## config.mk

```make
export PLATFORM = sky130hd
export DESIGN_NAME = multiplexed_seven_segment_clock_core_flat
export DESIGN_NICKNAME = d
export VERILOG_FILES = /design/src/hw/rtl/msc_pkg.sv /design/src/hw/rtl/msc_if.sv /design/src/hw/rtl/msc_front.sv /design/src/hw/rtl/msc_queue.sv /design/src/hw/rtl/msc_back.sv /design/src/hw/rtl/multiplexed_seven_segment_clock_core.sv /design/src/flat_wrapper.sv
export VERILOG_INCLUDE_DIRS = /design/src /design/src/hw/rtl
export SDC_FILE = /design/constraint.sdc
export NUM_CORES = 1
export LEC_CHECK = 0
export BUFFER_PORTS_ARGS = -buffer_cell sky130_fd_sc_hd__buf_2
export CAP_MARGIN = 15
export CORE_ASPECT_RATIO = 1.5
export CORE_MARGIN = 2
export CORE_UTILIZATION = 55
export CTS_BUF_LIST = sky130_fd_sc_hd__clkbuf_4 sky130_fd_sc_hd__clkbuf_8 sky130_fd_sc_hd__clkbuf_16
export CTS_CLUSTER_SIZE = 8
export DETAILED_ROUTE_END_ITERATION = 8
export PLACE_DENSITY = 0.73
export SYNTH_ARGS = -nofsm -noshare
export SYNTH_HDL_FRONTEND = slang
export SYNTH_SLANG_ARGS = --single-unit
```

## constraint.sdc

```tcl
create_clock -name clk -period 11.4 [get_ports clk]
set_clock_uncertainty 0.1 [all_clocks]
set_input_delay 2.28 -clock clk [delete_from_list [all_inputs] [get_ports clk]]
set_output_delay 2.28 -clock clk [all_outputs]
set_load 0.05 [all_outputs]
```

## src/hw/rtl/multiplexed_seven_segment_clock_core_macros.svh

```systemverilog
// Assertion helpers shared by the clock core modules.
// MSC_ASSERT expects signals named clk and rst in the using module; MSC_ASSERT_ALWAYS only clk.
`ifndef MULTIPLEXED_SEVEN_SEGMENT_CLOCK_CORE_MACROS_SVH
`define MULTIPLEXED_SEVEN_SEGMENT_CLOCK_CORE_MACROS_SVH

// Check a property at every clock edge outside reset.
`define MSC_ASSERT(lbl, prop) \
  lbl: assert property (@(posedge clk) disable iff (rst) prop) \
    else $error("clock core check failed");

// Check a property at every clock edge, reset included.
`define MSC_ASSERT_ALWAYS(lbl, prop) \
  lbl: assert property (@(posedge clk) prop) \
    else $error("clock core check failed");

`endif

```

## src/hw/rtl/msc_pkg.sv

```systemverilog
package msc_pkg;

  // Request codes on the input channel.
  localparam logic [2:0] REQ_TIME    = 3'd0;
  localparam logic [2:0] REQ_REFRESH = 3'd1;
  localparam logic [2:0] REQ_FLASH   = 3'd2;
  localparam logic [2:0] REQ_MODE    = 3'd3;
  localparam logic [2:0] REQ_INC     = 3'd4;

  typedef enum logic [2:0] {
    OP_NONE,
    OP_TIME,
    OP_REFRESH,
    OP_FLASH,
    OP_MODE,
    OP_INC
  } op_t;

  typedef struct packed {
    op_t  op;
    logic fast;
  } cmd_t;

  typedef struct packed {
    logic push;
    cmd_t cmd;
  } qwr_t;

  // Configuration register indexes and widths.
  localparam int CFG_INDEX_W = 2;
  localparam int CFG_DATA_W  = 16;

  typedef enum logic [CFG_INDEX_W-1:0] {
    CFG_SLOW_LIMIT,
    CFG_FAST_LIMIT,
    CFG_REFRESH_LIMIT,
    CFG_FLASH_LIMIT
  } cfg_reg_t;

  localparam int ADV_W     = 10;
  localparam int REFRESH_W = 8;
  localparam int FLASH_W   = 16;

  localparam logic [ADV_W-1:0]     SLOW_LIMIT_RST    = 10'd30;
  localparam logic [ADV_W-1:0]     FAST_LIMIT_RST    = 10'd1;
  localparam logic [REFRESH_W-1:0] REFRESH_LIMIT_RST = 8'd8;
  localparam logic [FLASH_W-1:0]   FLASH_LIMIT_RST   = 16'd1000;
  localparam logic [FLASH_W-1:0]   FLASH_MAX         = 16'hFFFF;

  localparam int QUEUE_DEPTH = 2;

  typedef logic [3:0] digit_t;
  typedef digit_t [3:0] digits_t;

  localparam digits_t DIGITS_RST = {4'd1, 4'd2, 4'd0, 4'd0};
  localparam logic [1:0] EDIT_HOME = 2'd3;
  localparam logic [1:0] DP_POS    = 2'd2;
  localparam logic [7:0] DP_MASK   = 8'h80;

  localparam logic [7:0] SEG_TABLE [16] = '{
    8'h3F, 8'h06, 8'h5B, 8'h4F, 8'h66, 8'h6D, 8'h7D, 8'h07,
    8'h7F, 8'h67, 8'h00, 8'h00, 8'h00, 8'h00, 8'h00, 8'h00
  };

  typedef struct packed {
    logic [3:0] enable;
    logic [7:0] segment;
  } drive_t;

  typedef struct packed {
    logic [3:0] digit_enable;
    logic [7:0] segment_pattern;
    logic [3:0] minutes_units;
    logic [2:0] minutes_tens;
    logic [3:0] hours_units;
    logic [1:0] hours_tens;
    logic       in_setting_mode;
    logic [1:0] selected_position;
  } result_t;

  function automatic drive_t drive_digit(digits_t d, logic [1:0] pos);
    drive_t r;
    r.enable  = 4'(1) << pos;
    r.segment = SEG_TABLE[d[pos]] | ((pos == DP_POS) ? DP_MASK : 8'h00);
    return r;
  endfunction

  // One minute forward with carries, 23:59 wraps to 00:00.
  function automatic digits_t advance_minute(digits_t d);
    digits_t r;
    r = d;
    r[0] = r[0] + 4'd1;
    if (r[0] == 4'd10) begin
      r[0] = '0;
      r[1] = r[1] + 4'd1;
    end
    if (r[1] == 4'd6) begin
      r[1] = '0;
      r[2] = r[2] + 4'd1;
    end
    if (r[2] == 4'd10) begin
      r[2] = '0;
      r[3] = r[3] + 4'd1;
    end
    if (r[3] == 4'd2 && r[2] == 4'd4) r = '0;
    return r;
  endfunction

  // Bump one digit, then carry and wrap at 24 hours.
  function automatic digits_t step_selected(digits_t d, logic [1:0] pos);
    digits_t r;
    r = d;
    r[pos] = r[pos] + 4'd1;
    if (r[0] > 4'd9) begin
      r[0] = '0;
      r[1] = r[1] + 4'd1;
    end
    if (r[1] >= 4'd6) begin
      r[1] = '0;
      r[2] = r[2] + 4'd1;
    end
    if (r[2] > 4'd9) begin
      r[2] = '0;
      r[3] = r[3] + 4'd1;
    end
    if ((r[3] == 4'd2 && r[2] >= 4'd4) || r[3] > 4'd2) r = '0;
    return r;
  endfunction

endpackage

```

## src/hw/rtl/msc_if.sv

```systemverilog
interface msc_req_if;
  logic       valid;
  logic       ready;
  logic [2:0] req_type;
  logic       fast_button_held;

  modport source (output valid, output req_type, output fast_button_held, input ready);
  modport sink (input valid, input req_type, input fast_button_held, output ready);
endinterface

interface msc_res_if;
  logic       valid;
  logic       ready;
  logic [3:0] digit_enable;
  logic [7:0] segment_pattern;
  logic [3:0] minutes_units;
  logic [2:0] minutes_tens;
  logic [3:0] hours_units;
  logic [1:0] hours_tens;
  logic       in_setting_mode;
  logic [1:0] selected_position;

  modport source (
    output valid, output digit_enable, output segment_pattern, output minutes_units,
    output minutes_tens, output hours_units, output hours_tens, output in_setting_mode,
    output selected_position, input ready
  );
  modport sink (
    input valid, input digit_enable, input segment_pattern, input minutes_units,
    input minutes_tens, input hours_units, input hours_tens, input in_setting_mode,
    input selected_position, output ready
  );
endinterface

```

## src/hw/rtl/msc_front.sv

```systemverilog
module msc_front (
  msc_req_if.sink       req,
  input  logic          q_full,
  output msc_pkg::qwr_t qwr
);
  import msc_pkg::*;

  op_t op;

  // Classify the request code; unused codes become no-ops.
  always_comb begin
    case (req.req_type)
      REQ_TIME:    op = OP_TIME;
      REQ_REFRESH: op = OP_REFRESH;
      REQ_FLASH:   op = OP_FLASH;
      REQ_MODE:    op = OP_MODE;
      REQ_INC:     op = OP_INC;
      default:     op = OP_NONE;
    endcase
  end

  assign req.ready    = !q_full;
  assign qwr.push     = req.valid && !q_full;
  assign qwr.cmd.op   = op;
  assign qwr.cmd.fast = req.fast_button_held;

endmodule

```

## src/hw/rtl/msc_queue.sv

```systemverilog
`include "multiplexed_seven_segment_clock_core_macros.svh"

module msc_queue (
  input  logic          clk,
  input  logic          rst,
  input  msc_pkg::qwr_t qwr,
  input  logic          pop,
  output logic          full,
  output logic          head_valid,
  output msc_pkg::cmd_t head
);
  import msc_pkg::*;

  localparam int PTR_W = (QUEUE_DEPTH > 1) ? $clog2(QUEUE_DEPTH) : 1;
  localparam int CNT_W = $clog2(QUEUE_DEPTH + 1);

  cmd_t             mem [QUEUE_DEPTH];
  logic [PTR_W-1:0] wr_ptr;
  logic [PTR_W-1:0] rd_ptr;
  logic [CNT_W-1:0] count;

  assign full       = (count == CNT_W'(QUEUE_DEPTH));
  assign head_valid = (count != '0);
  assign head       = mem[rd_ptr];

  always_ff @(posedge clk) begin
    if (qwr.push) mem[wr_ptr] <= qwr.cmd;
  end

  always_ff @(posedge clk) begin
    if (rst) begin
      wr_ptr <= '0;
      rd_ptr <= '0;
      count  <= '0;
    end else begin
      if (qwr.push) begin
        wr_ptr <= (wr_ptr == PTR_W'(QUEUE_DEPTH - 1)) ? '0 : wr_ptr + 1'b1;
      end
      if (pop) begin
        rd_ptr <= (rd_ptr == PTR_W'(QUEUE_DEPTH - 1)) ? '0 : rd_ptr + 1'b1;
      end
      if (qwr.push && !pop) count <= count + 1'b1;
      else if (pop && !qwr.push) count <= count - 1'b1;
    end
  end

  `MSC_ASSERT(a_count_bound, count <= CNT_W'(QUEUE_DEPTH))
  `MSC_ASSERT(a_pop_nonempty, pop |-> head_valid)

endmodule

```

## src/hw/rtl/msc_back.sv

```systemverilog
`include "multiplexed_seven_segment_clock_core_macros.svh"

module msc_back (
  input  logic                              clk,
  input  logic                              rst,
  input  logic                              cfg_write,
  input  logic [msc_pkg::CFG_INDEX_W-1:0]   cfg_index,
  input  logic [msc_pkg::CFG_DATA_W-1:0]    cfg_data,
  input  logic                              head_valid,
  input  msc_pkg::cmd_t                     head,
  output logic                              pop,
  msc_res_if.source                         res
);
  import msc_pkg::*;

  logic [ADV_W-1:0]     slow_limit;
  logic [ADV_W-1:0]     fast_limit;
  logic [REFRESH_W-1:0] refresh_limit;
  logic [FLASH_W-1:0]   flash_limit;

  digits_t              digits, digits_next;
  logic [ADV_W-1:0]     advance_count, advance_count_next;
  logic [REFRESH_W-1:0] refresh_count, refresh_count_next;
  logic [FLASH_W-1:0]   flash_count, flash_count_next;
  logic [1:0]           scan_position, scan_position_next;
  logic                 setting_flag, setting_flag_next;
  logic [1:0]           edit_position, edit_position_next;
  logic [3:0]           enable_latch, enable_latch_next;
  logic [7:0]           segment_latch, segment_latch_next;

  logic [ADV_W-1:0]     adv_sum;
  logic [ADV_W-1:0]     adv_limit;
  logic [REFRESH_W-1:0] ref_sum;
  drive_t               drv_scan;
  drive_t               drv_edit;

  logic                 out_valid;
  result_t              out_data;

  assign pop = head_valid && (!out_valid || res.ready);

  assign adv_sum   = advance_count + 1'b1;
  assign adv_limit = head.fast ? fast_limit : slow_limit;
  assign ref_sum   = refresh_count + 1'b1;
  assign drv_scan  = drive_digit(digits, scan_position);
  assign drv_edit  = drive_digit(digits, edit_position);

  always_comb begin
    digits_next        = digits;
    advance_count_next = advance_count;
    refresh_count_next = refresh_count;
    flash_count_next   = flash_count;
    scan_position_next = scan_position;
    setting_flag_next  = setting_flag;
    edit_position_next = edit_position;
    enable_latch_next  = enable_latch;
    segment_latch_next = segment_latch;
    if (pop) begin
      case (head.op)
        OP_TIME: begin
          // counting pauses while setting
          if (!setting_flag) begin
            if (adv_sum >= adv_limit) begin
              advance_count_next = '0;
              digits_next        = advance_minute(digits);
            end else begin
              advance_count_next = adv_sum;
            end
          end
        end
        OP_REFRESH: begin
          if (ref_sum >= refresh_limit) begin
            refresh_count_next = '0;
            // blank the digit under edit in the scan
            if (scan_position != edit_position || !setting_flag) begin
              enable_latch_next  = drv_scan.enable;
              segment_latch_next = drv_scan.segment;
            end
            scan_position_next = scan_position + 1'b1;
            // flash: show the edited digit once
            if (flash_count >= flash_limit) begin
              enable_latch_next  = drv_edit.enable;
              segment_latch_next = drv_edit.segment;
              flash_count_next   = '0;
            end
          end else begin
            refresh_count_next = ref_sum;
          end
        end
        OP_FLASH: begin
          if (setting_flag && flash_count != FLASH_MAX) flash_count_next = flash_count + 1'b1;
        end
        OP_MODE: begin
          if (!setting_flag) begin
            setting_flag_next = 1'b1;
          end else if (edit_position == '0) begin
            setting_flag_next  = 1'b0;
            edit_position_next = EDIT_HOME;
          end else begin
            edit_position_next = edit_position - 1'b1;
          end
        end
        OP_INC: begin
          if (setting_flag) digits_next = step_selected(digits, edit_position);
        end
        default: begin
        end
      endcase
    end
  end

  always_ff @(posedge clk) begin
    if (rst) begin
      slow_limit    <= SLOW_LIMIT_RST;
      fast_limit    <= FAST_LIMIT_RST;
      refresh_limit <= REFRESH_LIMIT_RST;
      flash_limit   <= FLASH_LIMIT_RST;
    end else if (cfg_write) begin
      case (cfg_reg_t'(cfg_index))
        CFG_SLOW_LIMIT:    slow_limit    <= cfg_data[ADV_W-1:0];
        CFG_FAST_LIMIT:    fast_limit    <= cfg_data[ADV_W-1:0];
        CFG_REFRESH_LIMIT: refresh_limit <= cfg_data[REFRESH_W-1:0];
        CFG_FLASH_LIMIT:   flash_limit   <= cfg_data[FLASH_W-1:0];
        default: begin
        end
      endcase
    end
  end

  always_ff @(posedge clk) begin
    if (rst) begin
      digits        <= DIGITS_RST;
      advance_count <= '0;
      refresh_count <= '0;
      flash_count   <= '0;
      scan_position <= '0;
      setting_flag  <= 1'b0;
      edit_position <= EDIT_HOME;
      enable_latch  <= '0;
      segment_latch <= '0;
      out_valid     <= 1'b0;
    end else begin
      digits        <= digits_next;
      advance_count <= advance_count_next;
      refresh_count <= refresh_count_next;
      flash_count   <= flash_count_next;
      scan_position <= scan_position_next;
      setting_flag  <= setting_flag_next;
      edit_position <= edit_position_next;
      enable_latch  <= enable_latch_next;
      segment_latch <= segment_latch_next;
      if (pop) out_valid <= 1'b1;
      else if (res.ready) out_valid <= 1'b0;
    end
  end

  // Result register: snapshot of the state left by the item.
  always_ff @(posedge clk) begin
    if (pop) begin
      out_data.digit_enable      <= enable_latch_next;
      out_data.segment_pattern   <= segment_latch_next;
      out_data.minutes_units     <= digits_next[0];
      out_data.minutes_tens      <= digits_next[1][2:0];
      out_data.hours_units       <= digits_next[2];
      out_data.hours_tens        <= digits_next[3][1:0];
      out_data.in_setting_mode   <= setting_flag_next;
      out_data.selected_position <= edit_position_next;
    end
  end

  assign res.valid             = out_valid;
  assign res.digit_enable      = out_data.digit_enable;
  assign res.segment_pattern   = out_data.segment_pattern;
  assign res.minutes_units     = out_data.minutes_units;
  assign res.minutes_tens      = out_data.minutes_tens;
  assign res.hours_units       = out_data.hours_units;
  assign res.hours_tens        = out_data.hours_tens;
  assign res.in_setting_mode   = out_data.in_setting_mode;
  assign res.selected_position = out_data.selected_position;

  `MSC_ASSERT_ALWAYS(a_reset_idle, rst |=> !out_valid)
  `MSC_ASSERT(a_enable_onehot0, $onehot0(enable_latch))
  `MSC_ASSERT(a_home_when_running, !setting_flag |-> edit_position == EDIT_HOME)
  `MSC_ASSERT(a_time_legal, digits[0] <= 4'd9 && digits[1] <= 4'd5 && digits[2] <= 4'd9 && (digits[3] < 4'd2 || (digits[3] == 4'd2 && digits[2] <= 4'd3)))
  `MSC_ASSERT(a_paused_time, $past(setting_flag) && setting_flag && $past(head.op) == OP_TIME |-> $stable(digits))

endmodule

```

## src/hw/rtl/multiplexed_seven_segment_clock_core.sv

```systemverilog
// A transfer on req goes into the queue, then into the result register that drives res.
// Throughput: one request per cycle while res is not stalled; a two-entry queue splits decode from execution.
// The back end executes each request, digit carry chain included.
// Reset (rst, synchronous): time 12:00, counters and latches cleared, edit position 3,
// limits 30 / 1 / 8 / 1000, queue and result register empty; no clearing pass.
module multiplexed_seven_segment_clock_core (
  input  logic                            clk,
  input  logic                            rst,
  input  logic                            cfg_write,
  input  logic [msc_pkg::CFG_INDEX_W-1:0] cfg_index,
  input  logic [msc_pkg::CFG_DATA_W-1:0]  cfg_data,
  msc_req_if.sink                         req,
  msc_res_if.source                       res
);
  import msc_pkg::*;

  qwr_t qwr;
  logic q_full;
  logic head_valid;
  cmd_t head;
  logic pop;

  // Front end: accept the transfer and classify the request code.
  msc_front u_front (
    .req    (req),
    .q_full (q_full),
    .qwr    (qwr)
  );

  // Decoupling queue: front keeps accepting, until the queue fills, while the result waits on res.
  msc_queue u_queue (
    .clk        (clk),
    .rst        (rst),
    .qwr        (qwr),
    .pop        (pop),
    .full       (q_full),
    .head_valid (head_valid),
    .head       (head)
  );

  // Back end: advance the clock, scan the display, walk setting mode,
  // and hold the result in an output register until it is taken.
  msc_back u_back (
    .clk        (clk),
    .rst        (rst),
    .cfg_write  (cfg_write),
    .cfg_index  (cfg_index),
    .cfg_data   (cfg_data),
    .head_valid (head_valid),
    .head       (head),
    .pop        (pop),
    .res        (res)
  );

endmodule

```

## src/flat_wrapper.sv

```systemverilog
// flat-port wrapper written by rule: the top's interface ports become plain ports
module multiplexed_seven_segment_clock_core_flat import msc_pkg::*;
  (clk, rst, cfg_write, cfg_index, cfg_data, req_valid, req_req_type, req_fast_button_held, req_ready, res_valid, res_digit_enable, res_segment_pattern, res_minutes_units, res_minutes_tens, res_hours_units, res_hours_tens, res_in_setting_mode, res_selected_position, res_ready);
  msc_req_if req_i ();
  msc_res_if res_i ();
  input  logic clk;
  input  logic rst;
  input  logic cfg_write;
  input  logic [msc_pkg::CFG_INDEX_W-1:0] cfg_index;
  input  logic [msc_pkg::CFG_DATA_W-1:0] cfg_data;
  input wire logic [$bits(req_i.valid)-1:0] req_valid;
  input wire logic [$bits(req_i.req_type)-1:0] req_req_type;
  input wire logic [$bits(req_i.fast_button_held)-1:0] req_fast_button_held;
  output wire logic [$bits(req_i.ready)-1:0] req_ready;
  output wire logic [$bits(res_i.valid)-1:0] res_valid;
  output wire logic [$bits(res_i.digit_enable)-1:0] res_digit_enable;
  output wire logic [$bits(res_i.segment_pattern)-1:0] res_segment_pattern;
  output wire logic [$bits(res_i.minutes_units)-1:0] res_minutes_units;
  output wire logic [$bits(res_i.minutes_tens)-1:0] res_minutes_tens;
  output wire logic [$bits(res_i.hours_units)-1:0] res_hours_units;
  output wire logic [$bits(res_i.hours_tens)-1:0] res_hours_tens;
  output wire logic [$bits(res_i.in_setting_mode)-1:0] res_in_setting_mode;
  output wire logic [$bits(res_i.selected_position)-1:0] res_selected_position;
  input wire logic [$bits(res_i.ready)-1:0] res_ready;
  assign req_i.valid = req_valid;
  assign req_i.req_type = req_req_type;
  assign req_i.fast_button_held = req_fast_button_held;
  assign req_ready = req_i.ready;
  assign res_valid = res_i.valid;
  assign res_digit_enable = res_i.digit_enable;
  assign res_segment_pattern = res_i.segment_pattern;
  assign res_minutes_units = res_i.minutes_units;
  assign res_minutes_tens = res_i.minutes_tens;
  assign res_hours_units = res_i.hours_units;
  assign res_hours_tens = res_i.hours_tens;
  assign res_in_setting_mode = res_i.in_setting_mode;
  assign res_selected_position = res_i.selected_position;
  assign res_i.ready = res_ready;
  multiplexed_seven_segment_clock_core u_core (.clk(clk), .rst(rst), .cfg_write(cfg_write), .cfg_index(cfg_index), .cfg_data(cfg_data), .req(req_i), .res(res_i));
endmodule
```

Yosys cells after proc, flatten, opt, wreduce, memory -nomap -nowiden --
Memory sizes are Yosys's and may differ from the RTL's. A register that Yosys moved wholly into a read port is not among the register bits. Index checks and enable logic that the tools add are counted. W data, S select, Z words.
Storage, ports and cells: register bits 144, latch bits 0, RAM bits 8, memory bits (read-only) 256, input bits 27, output and inout port bits 30, memories 3
Memories:
- (name not given) | words 16, width 8, rd ports 1, clocked after Yosys merged registers in 0, wr ports 0, RTL line msc_pkg.sv:84 | r.segment = SEG_TABLE[d[pos]] | ((pos == DP_POS) ? DP_MASK : 8'h00);
- (name not given) | words 16, width 8, rd ports 1, clocked after Yosys merged registers in 0, wr ports 0, RTL line msc_pkg.sv:84
- u_core.u_queue.mem | words 2, width 4, rd ports 1, clocked after Yosys merged registers in 1, wr ports 1, RTL line msc_queue.sv:17 | cmd_t mem [QUEUE_DEPTH];
Operators by class: add/subtract/negate cells 17, multiply operators 0, div/mod/pow operators 0, $lt $le $gt $ge 13, equality and inequality tests 29, shift operators 2, mux-type cells 83, bitwise operators 5, reductions and logical operators 33
Operators by type and width (count):
- $mux W8 | 39
- $mux W16 | 8
- $pmux W16 S2 | 2
- $add A4 B1 Y4 const B | 8
- $mux W4 | 8
- $mux W10 | 2
- $add A16 B1 Y16 const B | 1
- $bmux W4 S2 | 2
- $bwmux W16 | 1
- $ge A16 B16 Y1 | 1
- $ne A16 B16 Y1 const B | 1
- $or A8 B8 Y8 | 2
- $pmux W3 S5 | 1
- $mux W14 | 1
- $eq A3 B2 Y1 const B | 4
- $mux W1 | 12
- $mux W2 | 6
- $ne A2 B2 Y1 const B | 6
- $add A10 B1 Y10 const B | 1
- $eq A2 B2 Y1 const B | 5
- $ge A10 B10 Y1 | 1
- $ge A5 B5 Y1 const B | 2
- $not A4 Y5 | 2
- $reduce_and A2 Y1 | 5
- 28 further kinds | 61

Depth between registers and ports, before layout --
Gate-level depths: netlist of run 1.
depth after elaboration 27, mapped depth 19, gate-level depth less buffers 17

Hierarchy --
A second synthesis of run 1 with hierarchy kept.
Second synthesis, totals: cell total of the unflattened synthesis 1146, area, all modules 9934.5 µm²
Modules (own cells, without submodules):
- msc_back | times used 1, cells an instance 1103, area an instance 9387.8 µm², sequential area each 3083.0 µm²
- msc_queue | times used 1, cells an instance 34, area an instance 495.5 µm², sequential area each 340.3 µm²
- msc_front | times used 1, cells an instance 9, area an instance 51.3 µm², sequential area each 0.0 µm²

Worst setup path after synthesis of run 1 --
OpenSTA, ideal clock, no wires.
path type input-to-reg, start input res_ready, end register u_core.u_back.digits[4] (netlist name), library setup time 0.066 ns, data arrival time 4.840 ns, data required time 11.234 ns, setup slack 6.394 ns, stages 8, buffers on the path 0, cell sequence nand2b_1 > o21ai_1 > clkinv_1 > nand2_1 > nor2_1 > or4_1 > o211ai_1 > nor2b_1
RTL lines:
- from (decl) | RTL line flat_wrapper.sv:24 | input wire logic [$bits(res_i.ready)-1:0] res_ready;
- to (signal assigned) | RTL line msc_back.sv:143 | digits <= digits_next;
- to (decl) | RTL line msc_back.sv:21 | digits_t digits, digits_next;

==> reports/results.tsv, run 1 <==
metric	value	unit
Crit Path Class	reg2reg	
post-synthesis simple-gate area fraction	21.2	%
CP Capture Type	flop	
starting density of the core	56.1	%
Synth Area per Inst	8.55	um^2
Gate power share	25.6	%
peak supply drop	0.128	mV
Max Slew Vio Count	0	
Async SR Flop Fraction	0	%
fmax	183	MHz
Residual DRC	0	
Crit-path slowest cell	dfxtp_1	
largest net degree at the start of global routing	71	
Die Wd	113	um
H-tree Lvls	4	
worst path arrival time	5.67	ns
Synth top area share	24.1	%
Worst path top cell family by delay	multiplexers	
Sink Count	153	
worst slack at placement	5.63	ns
clock share of power	35.3	%
distinct cell type count after synthesis	87	
Yosys reg bits	153	
CP max FO	14	
DR WL/cell	17.4	um
actual slew at the worst max-slew pin	1.03	ns
Worst Path Buf+Inv	1	
Critical Path RT	11.60	ns
commonest cells in the netlist	nor2_1, dfxtp_1, nand2_1, a21oi_1, ha_1	
Pint	1.09	mW
largest family of logic cells by synthesized area	simple AND/OR/NAND/NOR gates	
setup TNS	0	ns
global-route wire length before repair	39600	um
Switching Fraction	34.9	%
1st-pass router iterations	5	
DPL Wire Length	17300	um
Final setup viols	0	
Global Route Usage Sum	26.0	%
Synth area leader	dfxtp_1	
leakage power	4.43	nW
core area	0.0173	mm^2
IO Port Bufs	56	
vias in the first global route	8231	
CTS tree	yes	
Area Growth Syn to Fin	10.4	%
cts hold-fix bufs	0	
multiplexer share of the synthesized area	6.81	%
Hold Violations, Final	0	
syn nets	1232	
Mapped Cells	1138	
Syn Std Cell Area	0.00974	mm^2
CTS Buf Count	17	
Post CTS Setup Buffer Count	0	
Cell Chain, Critical Path	mux4_2 > inv_1 > ha_1 > mux2_2 > ha_1 > nand2b_1 > mux2i_2 > a211oi_2 > or3_4 > and3_1 > o32ai_1 > or2_1 > nor2_1 > a221o_1 > nor2b_1	
RSZ-0062 raised after global routing	false	
fraction of the mapped netlist area in adder cells	8.61	%
Max Buffers Root-to-Sink	2	
top post-synthesis cells by area	dfxtp_1, edfxtp_1, ha_1	
cell repeated most along the worst path	ha_1	
Starting DRT DRC Count	565	
crit path time final	5.47	ns
antenna diode count	0	
crit start category	flop	
Worst slew margin	31.2	%
NetSw	0.582	mW
number of enable flip-flop cells after synthesis	36	
Seq/Total Area, Yosys	35.2	%
status	completed	
Die ar.	0.0188	mm^2
ratio of cells with drive above 1 in the final layout	11.5	%
setup ws final	5.93	ns
antenna violations before repair	0	
Routed WL	24200	um
# IOs	57	
fin crit share	48.0	%
Max-Cap Viols	0	
ANT nets after route	0	
Hold WS	0.354	ns
count leader, synth	nor2_1	
Worst-Skew Late Latency	0.44	ns
standard-cell rows	59	
Via Count	8436	
vias per cell	6.07	
CTS clock-pin slew for the worst setup and hold paths	0.06	ns
compound-cell area share of the yosys netlist	20.2	%
# fillers	1473	
total gr overflow	0	
CP peak stage delay	0.72	ns
Worst Hold Class	reg2reg	
fin nets	1258	
Die H	167	um
RD Place Congestion	0.960	
Post-Synth XOR/XNOR Area	3.42	%
Gates resized, CTS repair	0	
PwrDens	155	mW/mm^2
sequential power share	39.1	%
CTS root buffer	clkbuf_16	
Ys Warns	0	
Synth Flop Type	dfxtp_1	
FF+latch area	0.00342	mm^2
area of the multi-input gates	0.00587	mm^2
[sequential cells by signal, indices dropped and copies added, names as in the netlist, 2 cells and up, named ones only]
signal,cells
u_core.u_back.scan_position,2
u_core.u_back.flash_count,16
u_core.u_back.res.minutes_units,4
u_core.u_back.res.segment_pattern,8
u_core.u_back.res.hours_units,4
u_core.u_back.enable_latch,4
u_core.u_back.flash_limit,16
u_core.u_back.segment_latch,8
u_core.u_back.res.digit_enable,4
u_core.u_queue.count,2
u_core.u_back.res.selected_position,2
u_core.u_back.refresh_count,8
u_core.u_back.fast_limit,10
u_core.u_back.res.hours_tens,2
u_core.u_back.res.minutes_tens,3
u_core.u_back.edit_position,2
u_core.u_queue.mem,8
u_core.u_back.slow_limit,10
u_core.u_back.refresh_limit,8
u_core.u_back.digits,16
u_core.u_back.advance_count,10
[area by class of cell]
class / instances / area share (%)
Timing Repair Buffer: 66 / 3.34
Sequential cell: 153 / 31.8
Multi-Input combinational cell: 871 / 54.6
Clock inverter: 10 / 0.954
Tap cell: 213 / 2.48
Clock buffer: 22 / 4.81
Inverter: 55 / 1.92
[worst paths after layout]
| kind | cells after the start | from | end | slack, ns |
|---|---|---|---|---|
| worst max-delay path | 15 | u_core.u_back.edit_position[0]$_SDFF_PP1_ | u_core.u_back.digits[11]$_SDFF_PP0_ | 5.93 |
| worst min-delay path | 2 | u_core.u_back.flash_limit[11]$_SDFFE_PP0P_ | u_core.u_back.flash_limit[11]$_SDFFE_PP0P_ | 0.35 |
| worst max register to register | 15 | u_core.u_back.edit_position[0]$_SDFF_PP1_ | u_core.u_back.digits[11]$_SDFF_PP0_ | 5.93 |
| worst min register to register | 2 | u_core.u_back.flash_limit[11]$_SDFFE_PP0P_ | u_core.u_back.flash_limit[11]$_SDFFE_PP0P_ | 0.35 |
[kinds of logic after synthesis]
| group | count (synthesis) |
|---|---|
| compound gates | 297 |
| flops | 153 |
| buf+inv | 114 |
| simple gates | 414 |
| xor+xnor | 38 |
| mux | 55 |
| fa+ha+maj | 67 |
[stage by stage]
stage	area [um^2]	power, mW	utilization (%)	instances
global route	10700	1.74	62.0	1390
CTS	10700	1.68	61.9	1388
floorplan	9740	0.981	-	1138
global placement	10100	1.09	58.3	1356
finish	10700	1.67	62.0	1390
detailed placement	10100	1.09	58.3	1356
[cell usage in the layout (no fill, tap or decap), types with 27 or more instances in the layout]
cell type | netlist | layout
ha_1 | 67 | 67
nand3_1 | 28 | 28
inv_1 | 53 | 53
nand2_1 | 109 | 109
a21oi_1 | 90 | 90
mux2i_1 | 39 | 39
o21ai_0 | 57 | 57
dfxtp_1 | 117 | 117
edfxtp_1 | 36 | 36
nor2_1 | 123 | 123
a21o_1 | 27 | 27
buf_2 | 3 | 56
[worst reg2reg max path: stages (launching register included)]
cell and delay (ns):
dfxtp_1 0.72, mux4_2 0.72, inv_1 0.18, ha_1 0.36, mux2_2 0.35, ha_1 0.33, nand2b_1 0.07, mux2i_2 0.34
a211oi_2 0.18, or3_4 0.39, and3_1 0.19, o32ai_1 0.35, or2_1 0.36, nor2_1 0.16, a221o_1 0.38, nor2b_1 0.15
[layer usage]
metal,vias to the layer above,GRT usage (%),part of all wire (%)
li1,4157,-,-
met2,263,45.2,50
met4,0,14.7,4.9
met1,3933,29.8,40
met3,83,4.37,4.4
met5,-,0,0
[power by group through the flow]
stage | logic [mW] | clock network (mW) | registers (mW)
4_1_cts | 0.428 | 0.597 | 0.655
2_1_floorplan | 0.211 | 0 | 0.771
3_3_place_gp | 0.422 | 0 | 0.664
3_5_place_dp | 0.427 | 0 | 0.667
5_1_grt | 0.461 | 0.618 | 0.659
6_report | 0.427 | 0.589 | 0.654
Power figures use the tool's default switching activity.
==> run 2: changes to the inputs <==
--- a/config.mk
+++ b/config.mk
@@ -14,7 +14,7 @@
 export CTS_BUF_LIST = sky130_fd_sc_hd__clkbuf_4 sky130_fd_sc_hd__clkbuf_8 sky130_fd_sc_hd__clkbuf_16
 export CTS_CLUSTER_SIZE = 8
 export DETAILED_ROUTE_END_ITERATION = 8
-export PLACE_DENSITY = 0.73
+export PLACE_DENSITY = 0.76
 export SYNTH_ARGS = -nofsm -noshare
 export SYNTH_HDL_FRONTEND = slang
 export SYNTH_SLANG_ARGS = --single-unit
==> constraint.sdc (replaced) <==
create_clock -name clk -period 4.6 [get_ports clk]
set_clock_uncertainty 0.1 [all_clocks]
set_input_delay 0.92 -clock clk [delete_from_list [all_inputs] [get_ports clk]]
set_output_delay 0.92 -clock clk [all_outputs]
set_load 0.05 [all_outputs]
==> run 2 against run 1 <==
Net effect:
- count of clock-buffer cells in the layout is 4 lower
- wire length is 6.8% higher
- die area stayed put
- critical endpoint is now u_core.u_back.digits[5]$_SDFF_PP0_
- clock power is 140% higher
- setup slack worse by 5.7 ns
- worst hold slack worse by 0.00061 ns
- sequential cell count stayed put
- sequential share of layout area is 0.96 points lower
==> reports/results.tsv, run 2 (synthesis gave the netlist of run 1 again) <==
metric	value	unit	change
peak supply drop	0.290	mV	+130%
CTS tree	yes		
largest net degree at the start of global routing	69		-2.8%
antenna violations before repair	0		unchanged
fmax	227	MHz	+24%
RD Place Congestion	1.03		+7.6%
sequential power share	39.2	%	about the same
DPL Wire Length	18900	um	+8.9%
Final setup viols	0		unchanged
RSZ-0062 raised after global routing	false		
setup TNS	0	ns	unchanged
Switching Fraction	35.9	%	+1.0 points
Worst R2R Setup Slack	0.20	ns	-5.73 ns
commonest non-fill, non-tap cell in the layout	nor2_1		
vias in the first global route	8528		+3.6%
antenna diode count	0		unchanged
Global Route Usage Sum	27.8	%	+1.8 points
Worst-Skew Late Latency	0.43	ns	about the same
CP max FO	6		-8
Max Buffers Root-to-Sink	2		unchanged
CP Capture Type	flop		
clock share of power	33.8	%	-1.5 points
Residual DRC	0		unchanged
commonest non-fill, non-tap cells in the layout	nor2_1, dfxtp_1, nand2_1, a21oi_1, ha_1		
IO Port Bufs	56		unchanged
Finished Cell Area	0.0111	mm^2	+3.2%
Gate power share	27.0	%	+1.4 points
crit start category	flop		
1st-pass router iterations	5		unchanged
CTS root buffer	clkbuf_16		
ratio of cells with drive above 1 in the final layout	15.2	%	+3.7 points
# fillers	1470		-0.20%
Via Count	8783		+4.1%
Pint	2.65	mW	+140%
Crit Path Class	reg2reg		
starting density of the core	56.1	%	unchanged
Top Registers	u_core.u_back.digits: 16 flops, u_core.u_back.flash_count: 16 flops, u_core.u_back.flash_limit: 16 flops		
Max Slew Vio Count	0		unchanged
cts hold-fix bufs	0		unchanged
standard-cell rows	59		unchanged
DR WL/cell	18.0	um	+3.7%
status	completed		
Critical Path RT	4.88	ns	-6.72 ns
vias per cell	6.13		+1.1%
Hold Violations, Final	0		unchanged
worst path arrival time	4.68	ns	-0.99 ns
Max-Cap Viols	0		unchanged
leakage power	4.64	nW	+4.6%
Worst Hold Class	reg2reg		
# IOs	57		unchanged
H-tree Lvls	4		unchanged
Starting DRT DRC Count	477		-16%
Die ar.	0.0188	mm^2	unchanged
fin util	64.0	%	+2.0 points
global-route wire length before repair	42200	um	+6.4%
Power Total	4.13	mW	+150%
Die H	167	um	unchanged
actual slew at the worst max-slew pin	1.10	ns	+0.0688 ns
setup ws final	0.198	ns	-5.73 ns
Routed WL	25800	um	+6.8%
crit path time final	4.40	ns	-1.07 ns
NetSw	1.48	mW	+150%
CTS Buf Count	17		unchanged
core area	0.0173	mm^2	unchanged
CTS clock-pin slew for the worst setup and hold paths	0.07	ns	about the same
fin crit share	95.7	%	+48 points
Die Wd	113	um	unchanged
total gr overflow	0		unchanged
PwrDens	372	mW/mm^2	+140%
ANT nets after route	0		unchanged
worst slack at placement	0.0159	ns	-5.61 ns
Area after DPL	0.0104	mm^2	+3.2%
Sink Count	153		unchanged
fin nets	1300		+3.3%
Worst slew margin	26.6	%	-4.6 points
Area Growth Syn to Fin	14.0	%	
-- run 2: path summary, 6_finish.rpt --
kind                                                                    to  cells after the start                                       start
worst max-delay path                    u_core.u_back.digits[5]$_SDFF_PP0_                     16   u_core.u_back.edit_position[0]$_SDFF_PP1_
worst min register to register  u_core.u_back.flash_limit[13]$_SDFFE_PP0P_                      2  u_core.u_back.flash_limit[13]$_SDFFE_PP0P_
worst min-delay path            u_core.u_back.flash_limit[13]$_SDFFE_PP0P_                      2  u_core.u_back.flash_limit[13]$_SDFFE_PP0P_
worst max register to register          u_core.u_back.digits[5]$_SDFF_PP0_                     16   u_core.u_back.edit_position[0]$_SDFF_PP1_
-- run 2: power groups by stage --
stage          Combinational [mW]  Clock, mW  Sequential (mW)
2_1_floorplan               0.523          0             1.91
3_3_place_gp                 1.08          0             1.64
3_5_place_dp                 1.10          0             1.65
4_1_cts                      1.11       1.41             1.62
5_1_grt                      1.20       1.46             1.63
6_report                     1.12       1.39             1.62
-- run 2: stage by stage --
step	cells	hold WS [ns]
after global routing	1432	0.376
after detailed placement	1398	0.347
after global placement	1398	0.344
after floorplan	1138	0.331
after CTS	1430	0.356
final	1432	0.354
-- run 2: layout make-up --
cell class	instances	area (um^2)	area share (%)
clock inverters	14	131	1.18
inverters	55	206	1.86
well taps	213	267	2.40
multi-input cells	871	5940	53.5
clock buffers	18	450	4.06
repair buffers	108	673	6.07
flip-flops and latches	153	3430	30.9
-- run 2: critical path: stages (launching register included) --
cell and delay (ns):
dfxtp_4 0.37, mux4_2 0.58, inv_2 0.09, ha_1 0.24, mux2_2 0.32, ha_4 0.28, nand2b_1 0.08, mux2i_4 0.28
a211oi_4 0.12, or3_4 0.45, a221oi_4 0.25, a311oi_1 0.10, or2_4 0.28, buf_4 0.15, or3_1 0.36, a21oi_2 0.16
and2b_1 0.13
-- run 2: timing repair --
item                                    CTS  global route
buffers inserted                          0             2
endpoints found under the setup margin    2            15
gates resized for setup                   1            10
pin swaps                                 0             5
-- run 2: routing by layer --
layer,track usage (%),up-vias,share of wire [%],wire length [um]
met5,0,-,0,0
met1,30.7,4120,39,10000
met4,17.2,0,6.2,1600
met2,48.7,317,50,13000
met3,5.09,100,4.6,1190
li1,-,4246,-,-
